`src/hw/rtl/rar_pkg.sv`:
```
// Shared types and constants for the rational arithmetic reduce block.
`timescale 1ns / 1ps
`default_nettype none
package rar_pkg;

   localparam int FRACTION_WIDTH_DEF = 16;
   localparam int CALC_WIDTH         = 64;
   localparam int KIND_BITS          = 3;
   localparam int NUM_BITS           = 33;
   localparam int DEN_BITS           = 31;
   localparam int SHIFT_BITS         = 6;
   localparam int COUNT_BITS         = 6;

   typedef enum logic [KIND_BITS-1:0] {
      KIND_P_REDUCED = 3'd0,
      KIND_Q_REDUCED = 3'd1,
      KIND_SUM       = 3'd2,
      KIND_DIFF      = 3'd3,
      KIND_PRODUCT   = 3'd4,
      KIND_QUOTIENT  = 3'd5
   } kind_type;

   typedef enum logic [1:0] {
      MUL_AD = 2'd0,
      MUL_CB = 2'd1,
      MUL_BD = 2'd2,
      MUL_AC = 2'd3
   } mul_sel_type;

   typedef enum logic [2:0] {
      ST_IDLE,
      ST_MUL,
      ST_LOAD,
      ST_GCD,
      ST_DIVN,
      ST_DIVD,
      ST_EMIT
   } state_type;

endpackage
`default_nettype wire

```
`src/hw/rtl/rational_arith_reduce.sv`:
```
// Top level of the rational arithmetic reduce block: sequencer and shared datapath.
`timescale 1ns / 1ps
`default_nettype none
// Sequence: four products through the shared multiplier, then for each of the six results a
// load step, a binary GCD and two restoring divisions, then a transfer; a result that is
// undefined or has a zero numerator goes from the load step straight to the transfer.
// Throughput: one item at a time; req_tready is high only while the sequencer is idle.
// Reset: synchronous, active high; clears the sequencer and the result valid flag.
module rational_arith_reduce #(
   parameter int FRACTION_WIDTH = rar_pkg::FRACTION_WIDTH_DEF
) (
   input  wire logic                                  clock,
   input  wire logic                                  reset,
   input  wire logic                                  req_tvalid,
   output logic                                       req_tready,
   // From bit 0 up: p_numerator, p_denominator, q_numerator, q_denominator, zero pad.
   input  wire logic [((4*FRACTION_WIDTH+7)/8)*8-1:0] req_tdata,
   output logic                                       rsp_tvalid,
   input  wire logic                                  rsp_tready,
   // From bit 0 up: numerator (33 bits), denominator (31 bits).
   output logic [63:0]                                rsp_tdata,
   // From bit 0 up: result_kind (3 bits), undefined (1 bit).
   output logic [3:0]                                 rsp_tuser,
   output logic                                       rsp_tlast
);

   localparam int FW = FRACTION_WIDTH;
   localparam int CW = rar_pkg::CALC_WIDTH;

   // All values are carried as 64-bit two's complement words, so that products and sums
   // wrap exactly as a 64-bit machine word would at the widest fraction setting.

   rar_pkg::state_type                  state_ff, state_in;
   logic signed [FW-1:0]                a_ff, a_in, b_ff, b_in, c_ff, c_in, d_ff, d_in;
   logic [CW-1:0]                       ad_ff, ad_in, cb_ff, cb_in, bd_ff, bd_in, ac_ff, ac_in;
   logic [1:0]                          mul_sel_ff, mul_sel_in;
   logic [rar_pkg::KIND_BITS-1:0]       kind_ff, kind_in;
   logic [CW-1:0]                       nm_ff, nm_in, dm_ff, dm_in;
   logic [CW-1:0]                       x_ff, x_in, y_ff, y_in;
   logic [rar_pkg::SHIFT_BITS-1:0]      shift_ff, shift_in;
   logic [rar_pkg::COUNT_BITS-1:0]      cnt_ff, cnt_in;
   logic [CW:0]                         rem_ff, rem_in;
   logic [CW-1:0]                       dvd_ff, dvd_in;
   logic [CW-1:0]                       qn_ff, qn_in;
   logic                                neg_ff, neg_in;
   logic [rar_pkg::NUM_BITS-1:0]        pnum_ff, pnum_in;
   logic [rar_pkg::DEN_BITS-1:0]        pden_ff, pden_in;
   logic                                pundef_ff, pundef_in;
   logic                                ovalid_ff, ovalid_in;
   logic [rar_pkg::NUM_BITS-1:0]        onum_ff, onum_in;
   logic [rar_pkg::DEN_BITS-1:0]        oden_ff, oden_in;
   logic [rar_pkg::KIND_BITS-1:0]       okind_ff, okind_in;
   logic                                oundef_ff, oundef_in;

   // Shared multiplier, one product per cycle.
   logic signed [FW-1:0]                mul_a, mul_b;
   logic signed [2*FW-1:0]              mul_prod;
   logic [CW-1:0]                       mul_ext;

   // Shared subtractor, used by the GCD compare and the division steps.
   logic [CW:0]                         sub_a, sub_b;
   logic [CW+1:0]                       sub_res;

   logic [CW-1:0]                       ld_num, ld_den, ld_nm, ld_dm, qd_neg;
   logic                                ld_undef;
   logic [CW:0]                         rem_sh;

   always_comb begin
      case (rar_pkg::mul_sel_type'(mul_sel_ff))
         rar_pkg::MUL_AD: begin mul_a = a_ff; mul_b = d_ff; end
         rar_pkg::MUL_CB: begin mul_a = c_ff; mul_b = b_ff; end
         rar_pkg::MUL_BD: begin mul_a = b_ff; mul_b = d_ff; end
         rar_pkg::MUL_AC: begin mul_a = a_ff; mul_b = c_ff; end
         default:         begin mul_a = a_ff; mul_b = d_ff; end
      endcase
      mul_prod = mul_a * mul_b;
      mul_ext  = CW'(mul_prod);
   end

   // Operands of the result now being worked on.
   always_comb begin
      case (rar_pkg::kind_type'(kind_ff))
         rar_pkg::KIND_P_REDUCED: begin
            ld_num = CW'(a_ff); ld_den = CW'(b_ff); ld_undef = (b_ff == '0);
         end
         rar_pkg::KIND_Q_REDUCED: begin
            ld_num = CW'(c_ff); ld_den = CW'(d_ff); ld_undef = (d_ff == '0);
         end
         rar_pkg::KIND_SUM: begin
            ld_num = ad_ff + cb_ff; ld_den = bd_ff;
            ld_undef = (b_ff == '0) || (d_ff == '0);
         end
         rar_pkg::KIND_DIFF: begin
            ld_num = ad_ff - cb_ff; ld_den = bd_ff;
            ld_undef = (b_ff == '0) || (d_ff == '0);
         end
         rar_pkg::KIND_PRODUCT: begin
            ld_num = ac_ff; ld_den = bd_ff;
            ld_undef = (b_ff == '0) || (d_ff == '0);
         end
         rar_pkg::KIND_QUOTIENT: begin
            ld_num = ad_ff; ld_den = cb_ff;
            ld_undef = (b_ff == '0) || (d_ff == '0) || (c_ff == '0);
         end
         default: begin
            ld_num = '0; ld_den = '0; ld_undef = 1'b1;
         end
      endcase
      ld_nm = ld_num[CW-1] ? (CW'(0) - ld_num) : ld_num;
      ld_dm = ld_den[CW-1] ? (CW'(0) - ld_den) : ld_den;
   end

   assign rem_sh = {rem_ff[CW-1:0], dvd_ff[CW-1]};

   always_comb begin
      if (state_ff == rar_pkg::ST_GCD) begin
         sub_a = {1'b0, x_ff};
         sub_b = {1'b0, y_ff};
      end else begin
         sub_a = rem_sh;
         sub_b = {1'b0, x_ff};
      end
      sub_res = {1'b0, sub_a} - {1'b0, sub_b};
   end

   assign qd_neg = CW'(0) - qn_ff;

   always_comb begin
      state_in   = state_ff;
      a_in = a_ff; b_in = b_ff; c_in = c_ff; d_in = d_ff;
      ad_in = ad_ff; cb_in = cb_ff; bd_in = bd_ff; ac_in = ac_ff;
      mul_sel_in = mul_sel_ff;
      kind_in    = kind_ff;
      nm_in = nm_ff; dm_in = dm_ff;
      x_in = x_ff; y_in = y_ff;
      shift_in   = shift_ff;
      cnt_in     = cnt_ff;
      rem_in     = rem_ff;
      dvd_in     = dvd_ff;
      qn_in      = qn_ff;
      neg_in     = neg_ff;
      pnum_in = pnum_ff; pden_in = pden_ff; pundef_in = pundef_ff;
      ovalid_in  = ovalid_ff;
      onum_in = onum_ff; oden_in = oden_ff; okind_in = okind_ff; oundef_in = oundef_ff;

      if (ovalid_ff && rsp_tready) begin
         ovalid_in = 1'b0;
      end

      case (state_ff)
         rar_pkg::ST_IDLE: begin
            if (req_tvalid) begin
               a_in       = req_tdata[FW-1:0];
               b_in       = req_tdata[2*FW-1:FW];
               c_in       = req_tdata[3*FW-1:2*FW];
               d_in       = req_tdata[4*FW-1:3*FW];
               mul_sel_in = 2'(rar_pkg::MUL_AD);
               kind_in    = rar_pkg::KIND_P_REDUCED;
               state_in   = rar_pkg::ST_MUL;
            end
         end
         rar_pkg::ST_MUL: begin
            case (rar_pkg::mul_sel_type'(mul_sel_ff))
               rar_pkg::MUL_AD: ad_in = mul_ext;
               rar_pkg::MUL_CB: cb_in = mul_ext;
               rar_pkg::MUL_BD: bd_in = mul_ext;
               rar_pkg::MUL_AC: ac_in = mul_ext;
               default:         ad_in = mul_ext;
            endcase
            mul_sel_in = mul_sel_ff + 2'd1;
            if (mul_sel_ff == 2'(rar_pkg::MUL_AC)) begin
               state_in = rar_pkg::ST_LOAD;
            end
         end
         rar_pkg::ST_LOAD: begin
            nm_in    = ld_nm;
            dm_in    = ld_dm;
            neg_in   = ld_num[CW-1] ^ ld_den[CW-1];
            x_in     = ld_nm;
            y_in     = ld_dm;
            shift_in = '0;
            if (ld_undef || (ld_den == '0)) begin
               pnum_in = '0; pden_in = '0; pundef_in = 1'b1;
               state_in = rar_pkg::ST_EMIT;
            end else if (ld_num == '0) begin
               pnum_in = '0; pden_in = rar_pkg::DEN_BITS'(1); pundef_in = 1'b0;
               state_in = rar_pkg::ST_EMIT;
            end else begin
               state_in = rar_pkg::ST_GCD;
            end
         end
         rar_pkg::ST_GCD: begin
            // Binary GCD: strip common twos, keep the larger odd value in x by a swap,
            // then replace it by the difference through the shared subtractor.
            if (y_ff == '0) begin
               x_in     = x_ff << shift_ff;
               rem_in   = '0;
               dvd_in   = nm_ff;
               cnt_in   = '0;
               state_in = rar_pkg::ST_DIVN;
            end else if (!x_ff[0] && !y_ff[0]) begin
               x_in     = x_ff >> 1;
               y_in     = y_ff >> 1;
               shift_in = shift_ff + 1'b1;
            end else if (!x_ff[0]) begin
               x_in = x_ff >> 1;
            end else if (!y_ff[0]) begin
               y_in = y_ff >> 1;
            end else if (sub_res[CW+1]) begin
               x_in = y_ff;
               y_in = x_ff;
            end else begin
               x_in = y_ff;
               y_in = sub_res[CW-1:0];
            end
         end
         rar_pkg::ST_DIVN, rar_pkg::ST_DIVD: begin
            // Restoring division by the GCD held in x, one quotient bit a cycle.
            if (sub_res[CW+1]) begin
               rem_in = rem_sh;
               dvd_in = {dvd_ff[CW-2:0], 1'b0};
            end else begin
               rem_in = sub_res[CW:0];
               dvd_in = {dvd_ff[CW-2:0], 1'b1};
            end
            cnt_in = cnt_ff + 1'b1;
            if (cnt_ff == '1) begin
               cnt_in = '0;
               rem_in = '0;
               if (state_ff == rar_pkg::ST_DIVN) begin
                  qn_in    = dvd_in;
                  dvd_in   = dm_ff;
                  state_in = rar_pkg::ST_DIVD;
               end else begin
                  pnum_in   = neg_ff ? qd_neg[rar_pkg::NUM_BITS-1:0]
                                     : qn_ff[rar_pkg::NUM_BITS-1:0];
                  pden_in   = dvd_in[rar_pkg::DEN_BITS-1:0];
                  pundef_in = 1'b0;
                  state_in  = rar_pkg::ST_EMIT;
               end
            end
         end
         rar_pkg::ST_EMIT: begin
            if (!ovalid_ff || rsp_tready) begin
               ovalid_in = 1'b1;
               onum_in   = pnum_ff;
               oden_in   = pden_ff;
               okind_in  = kind_ff;
               oundef_in = pundef_ff;
               if (kind_ff == rar_pkg::KIND_QUOTIENT) begin
                  state_in = rar_pkg::ST_IDLE;
               end else begin
                  kind_in  = kind_ff + 1'b1;
                  state_in = rar_pkg::ST_LOAD;
               end
            end
         end
         default: begin
            state_in = rar_pkg::ST_IDLE;
         end
      endcase
   end

   always_ff @(posedge clock) begin
      if (reset) begin
         state_ff  <= rar_pkg::ST_IDLE;
         ovalid_ff <= 1'b0;
      end else begin
         state_ff  <= state_in;
         ovalid_ff <= ovalid_in;
      end
   end

   always_ff @(posedge clock) begin
      a_ff <= a_in; b_ff <= b_in; c_ff <= c_in; d_ff <= d_in;
      ad_ff <= ad_in; cb_ff <= cb_in; bd_ff <= bd_in; ac_ff <= ac_in;
      mul_sel_ff <= mul_sel_in;
      kind_ff    <= kind_in;
      nm_ff <= nm_in; dm_ff <= dm_in;
      x_ff <= x_in; y_ff <= y_in;
      shift_ff   <= shift_in;
      cnt_ff     <= cnt_in;
      rem_ff     <= rem_in;
      dvd_ff     <= dvd_in;
      qn_ff      <= qn_in;
      neg_ff     <= neg_in;
      pnum_ff <= pnum_in; pden_ff <= pden_in; pundef_ff <= pundef_in;
      onum_ff <= onum_in; oden_ff <= oden_in; okind_ff <= okind_in; oundef_ff <= oundef_in;
   end

   assign req_tready = (state_ff == rar_pkg::ST_IDLE);
   assign rsp_tvalid = ovalid_ff;
   assign rsp_tdata  = {oden_ff, onum_ff};
   assign rsp_tuser  = {oundef_ff, okind_ff};
   assign rsp_tlast  = (okind_ff == rar_pkg::KIND_QUOTIENT);

endmodule
`default_nettype wire

```
`config.mk`:
```
export PLATFORM = sky130hd
export DESIGN_NAME = rational_arith_reduce
export DESIGN_NICKNAME = d
export VERILOG_FILES = /design/src/hw/rtl/rar_pkg.sv /design/src/hw/rtl/rational_arith_reduce.sv
export SDC_FILE = /design/constraint.sdc
export NUM_CORES = 2
export LEC_CHECK = 0
export BUFFER_PORTS_ARGS = -buffer_cell sky130_fd_sc_hd__buf_4
export CAP_MARGIN = 20
export CORE_UTILIZATION = 40
export DETAILED_ROUTE_END_ITERATION = 16
export PLACE_DENSITY = 0.63
export SYNTH_ARGS = -nofsm -noshare
export SYNTH_HDL_FRONTEND = slang
export SYNTH_SLANG_ARGS = --single-unit
```
`constraint.sdc`:
```
create_clock -name clock -period 8.5 [get_ports clock]
set_clock_uncertainty 0.05 [all_clocks]
set_input_delay 1.7 -clock clock [delete_from_list [all_inputs] [get_ports clock]]
set_output_delay 1.7 -clock clock [all_outputs]
set_load 0.01 [all_outputs]
```
== After elaboration in Yosys (flattened, before gate mapping) ==
Index checks and enable logic that the tools add are counted.
W data, S select, Z words.
Cells by class
  reductions and logical operators: 42
  equality and inequality tests: 28
  $mul: 1
  add/subtract/negate cells: 10
  bitwise logic cells: 1
  shift-type cells: 1
  mux-type cells: 70
Operators by type and width (count)
  $mux W64: 18
  $pmux W64 S2: 4
  $pmux W64 S6: 1
  $pmux W64 S4: 1
  $logic_not A64 Y1: 3
  $mux W33: 5
  $sub A1 B64 Y64 const A: 2
  $mux W31: 4
  $pmux W16 S3: 2
  $pmux W33 S2: 1
  $sub A65 B64 Y66: 1
  $mux W65: 1
  $shl A64 B6 Y64: 1
  $pmux W31 S2: 1
  $logic_not A16 Y1: 3
  $add A32 B32 Y33: 1
  $sub A1 B33 Y33 const A: 1
  $sub A32 B32 Y33: 1
  $mul A16 B16 Y32: 1
  $mux W3: 10
  $mux W6: 4
  $pmux W6 S2: 2
  $eq A3 B3 Y1 const B: 6
  $pmux W3 S6: 1
  32 further kinds: 78
Storage, ports and cells
  logic and storage cells: 183
  flip-flop bits (word level): 764
  output and inout bits: 71
  input bits: 68

== Depth between registers and ports, before layout ==
  depth in word-level cells: 9
  depth in mapped cells: 33

== Least setup slack after synthesis ==
Ideal clock, no wire load.
  path type: register -> register
  start: register state_ff[1]
  end: register pden_ff[0] (netlist name), enable pin
  library setup time: 429 ps
  stages on the path, launching flop included: 5
  required time: 8021 ps
  arrival time: 8119 ps
  path slack: -98 ps
  path buffers: 1
  cell sequence: dfxtp_1 clkbuf_1 nand2b_1 nor2_1 a22o_1
On the way
  cells in the longest elaborated chain, start to end: 4
  elaborated cells between the ends (all ways): 9
  those cells by class: eq/ne: 6; reduce/logical: 3
RTL lines
  from (decl): line rational_arith_reduce.sv:33  | rar_pkg::state_type state_ff, state_in;
  from (signal assigned): line rational_arith_reduce.sv:266  | state_ff <= rar_pkg::ST_IDLE;
  from (signal assigned): line rational_arith_reduce.sv:269  | state_ff <= state_in;
  $eq A3 B3 Y1 (on tied branches): line rational_arith_reduce.sv:150, rational_arith_reduce.sv:230
  $reduce_or A2 Y1: line rational_arith_reduce.sv:150  | case (state_ff)
  $ne A2 B2 Y1 (no line) or $reduce_bool A2 Y1 (tied branches)
  $reduce_and A4 Y1 (no line) (*)
  to (signal assigned): line rational_arith_reduce.sv:287  | pnum_ff <= pnum_in; pden_ff <= pden_in; pundef_ff <= pundef_in;
  to (decl): line rational_arith_reduce.sv:47  | logic [rar_pkg::DEN_BITS-1:0] pden_ff, pden_in;
Mark *: on every way between the ends. The rest lies on a longest branch, timed or not.
A chain may end at the register's enable or synchronous reset.

== Worst setup path after layout ==
  start: register mul_sel_ff[1]
  end: register ac_ff[31] (data pin)
On the way
  cells in the longest elaborated chain, start to end: 4
  elaborated cells between the ends (all ways): 9
  those cells by class: mul: 1; eq/ne: 3; mux: 2; reduce/logical: 3
RTL lines
  from (decl): line rational_arith_reduce.sv:36  | logic [1:0] mul_sel_ff, mul_sel_in;
  from (signal assigned): line rational_arith_reduce.sv:277  | mul_sel_ff <= mul_sel_in;
  $eq A2 B2 Y1 or $logic_not A2 Y1 (tied branches): line rational_arith_reduce.sv:69  | case (rar_pkg::mul_sel_type'(mul_sel_ff))
  $reduce_or A2 Y1 (no line)
  $pmux W16 S3: line rational_arith_reduce.sv:69
  $mul A16 B16 Y32 (*): line rational_arith_reduce.sv:76  | mul_prod = mul_a * mul_b;
  via mul_prod[31]: line rational_arith_reduce.sv:57  | logic signed [2*FW-1:0] mul_prod;
  to (signal assigned): line rational_arith_reduce.sv:276  | ad_ff <= ad_in; cb_ff <= cb_in; bd_ff <= bd_in; ac_ff <= ac_in;
  to (decl): line rational_arith_reduce.sv:35  | logic [CW-1:0] ad_ff, ad_in, cb_ff, cb_in, bd_ff, bd_in, ac_ff, ac_in;
The timed path passes the listed nets; every way through them passes the cells marked *.

==> flow_summary_export.csv <==
group,metric,value,unit
status,status,"finished clean",
worst_setup_path,endpoint_kind,"register",
yosys,syn_inst,5375,
floorplan,rows,134,
floorplan,io_pins,139,
detailed_routing,initialDrtViolationCount,5128,
worst_setup_path,r2r_start,"mul_sel_ff[1]$_SDFFCE_PN0P_",
yosys,yosys_most_used_dff,"edfxtp_1",
yosys,synthTopCellsByArea,"edfxtp_1, fa_1, nand2_1, mux2i_1, ha_1",
floorplan,core-area,134100,µm²
cts,clkLatencyLatePin,0.72,ns
worst_setup_path,critPathMaxFanout,32,
yosys,async_flop_share,0,
worst_setup_path,r2r_setup_slack,0.44,ns
finish,final_cell_mix,"nand2_1, edfxtp_1, nor2_1, inv_1, o21ai_0",
worst_setup_path,reg2regPathDepth,27,
worst_setup_path,r2r-end,"ac_ff[31]$_DFFE_PP_",
cts,cts_tree,"done",
placed_design,portBuffers,138,
cts,cts_buffers,86,
yosys,synth_area_leader_cell,"edfxtp_1",
worst_setup_path,crit_family,"adder cells",
floorplan,die_x,370.5,µm
worst_setup_path,cp.arrival,8.38,ns
detailed_routing,viasPerCell,5.801,
placed_design,hpwl,127900,µm
floorplan,start_util,0.4050,
hold_path,worstHoldStart,"pnum_ff[32]$_SDFFCE_PP0P_",
run,maxCapViolations,0,
sta,worst_pin_slew,1.301,ns
grt,grt_overflow,0,
finish,syn2layout_area_growth,11.68,%
placed_design,preCtsSetupSlack,-0.1326,ns
detailed_routing,first_pass_iters,6,
cts,htreeDepth,3,
grt,grt_pass1_vias,40890,
floorplan,die_area,137300,µm²
cts,post_cts_resized,3,
hold_path,whs_path_depth,0,
sta,fin_ws,0.4425,ns
worst_setup_path,start_kind,"register",
yosys,synthDistinctLibCells,100,
yosys,synth_edf_count,760,
sta,slew_headroom,0.1324,
yosys,yosysSeqAreaShare,0.4216,
grt,grt_pass1_wl,256600,µm
sta,period_minus_slack,8.057,ns
detailed_routing,wl,170100,µm
sta,setup_violations,0,
detailed_routing,drcViolationCount,0,
grt,grt_use_total,0.2445,
cts,clk_path_buf_depth,3,
worst_setup_path,slowest_stage,"fa_1",
yosys,ys_ff_latch,764,
sta,rsz0062_at_grt,"no",
detailed_routing,vias,42540,
detailed_routing,drt-wirelength-per-cell,23.19,µm
cts,root_buffer,"clkbuf_16",
sta,drv_slew,0,
finish,drive_gt1_frac,0.09948,
yosys,syn_area_per_cell,10.11,µm²
worst_setup_path,crit_top_cell,"fa_1",
detailed_routing,final_antenna_net_count,0,
yosys,synth_top_area_share,0.4201,
grt,grt_max_degree,128,
sta,hold_viol,0,
worst_setup_path,cp.buffers_inverters,5,
worst_setup_path,crit_required,8.82,ns
grt,antenna_found_initial,15,
floorplan,die_y,370.5,µm
hold_path,hold_class,"reg -> reg",
sta,fin_crit_sh,0.9479,
cts,path_clk_slew,0.06,ns
cts,cts_hold_buf,0,
worst_setup_path,critPathMaxStageDelay,0.59,ns
yosys,syn-cell-area,54320,µm²
finish,nets,6013,
finish,final_common_cell,"nand2_1",
cts,cts.sink_count,764,
placed_design,place_congestion,0.9703,
sta,fmax,124.1,MHz
cts,post-cts-setup-buffers,0,
yosys,ys.warnings.count,0,
finish,post-route-util,0.4523,
hold_path,holdPathEnd,"onum_ff[32]$_DFFE_PP_",
worst_setup_path,critical_path_class,"reg -> reg",
-- cell usage after synthesis, types with 21 or more instances --
library cell	count
ha_1	195
clkbuf_1	228
nor2b_1	29
nand2b_1	27
a221oi_1	34
a22oi_1	62
or2_2	31
o22ai_1	30
a211oi_1	33
a221o_1	46
buf_1	45
nand2_1	810
o211ai_1	21
a31oi_1	85
nand3_1	40
nor3_1	48
nand4_1	39
o21ai_0	296
a21o_1	96
nor4_1	41
or3_1	29
nor2_1	466
o21a_1	45
xor2_1	91
edfxtp_1	760
and2_1	60
xnor2_1	135
fa_1	264
inv_1	387
mux4_2	42
and3_1	26
mux2i_1	254
a21oi_1	294
-- sequential cells by signal, indices dropped and copies added (netlist names), 16 cells and up --
name	cells
pnum_ff	33
ac_ff	32
cb_ff	32
dvd_ff	64
nm_ff	64
pden_ff	31
qn_ff	33
rem_ff	64
onum_ff	33
ad_ff	32
b_ff	16
dm_ff	64
x_ff	64
d_ff	16
a_ff	16
bd_ff	32
c_ff	16
y_ff	64
oden_ff	31
-- cell type report --
class                           count  area [µm²]
Antenna cell                        5       12.51
Clock buffer                       99        2222
Clock inverter                     62       636.9
Fill cell                       12500       73460
Inverter                          393        1479
Multi-Input combinational cell   3978       29150
Sequential cell                   764       22900
Tap cell                         1768        2212
Timing Repair Buffer              263        2047
-- per-layer routing --
metal	up-vias	track usage	part of all wire
li1	19360	-	-
met1	20920	0.3471	0.44
met5	-	0	0.00022
met3	311	0.04367	0.090
met2	1932	0.3722	0.44
met4	6	0.08911	0.036
-- through the flow --
stage	area [µm²]	setup TNS, ns	instances	hold WS [ns]
floorplan	54550	0	5437	0.3503
global placement	57720	0	7165	0.3534
detailed placement	57720	-0.5302	7165	0.3545
CTS	60580	0	7326	0.3690
global route	60650	0	7327	0.3755
finish	60670	0	7332	0.3668
-- kinds of logic (layout without fill, tap and decap cells) --
family,after synthesis,count (layout),share of synthesized area
buffers and inverters,695,817,0.04927
multiplexers,302,302,0.06546
adder cells (fa/ha/maj),459,459,0.1422
XOR/XNOR,226,226,0.03644
AND/OR/NAND/NOR,1702,1702,0.1384
other,1,68,0.00006904
AO/OA/AOI/OAI,1226,1226,0.1465
flip-flops,764,764,0.4216
-- how the worst max path moves through the flow --
stage | startpoint | endpoint | slack, ns | depth (start not counted)
2_1_floorplan | mul_sel_ff[0]$_SDFFCE_PN0P_ | ac_ff[30]$_DFFE_PP_ | 0.44 | 27
3_3_place_gp | mul_sel_ff[0]$_SDFFCE_PN0P_ | ad_ff[30]$_DFFE_PP_ | 0.04 | 26
3_5_place_dp | mul_sel_ff[0]$_SDFFCE_PN0P_ | ad_ff[30]$_DFFE_PP_ | -0.13 | 26
4_1_cts | mul_sel_ff[0]$_SDFFCE_PN0P_ | bd_ff[30]$_DFFE_PP_ | 0.02 | 24
5_1_grt | mul_sel_ff[0]$_SDFFCE_PN0P_ | ac_ff[31]$_DFFE_PP_ | 0.005 | 31
6_report | mul_sel_ff[1]$_SDFFCE_PN0P_ | ac_ff[31]$_DFFE_PP_ | 0.44 | 27
Power is left out: the tool's default activity adds up to more than one toggle a clock period on the data nets, which glitch-free logic cannot reach.
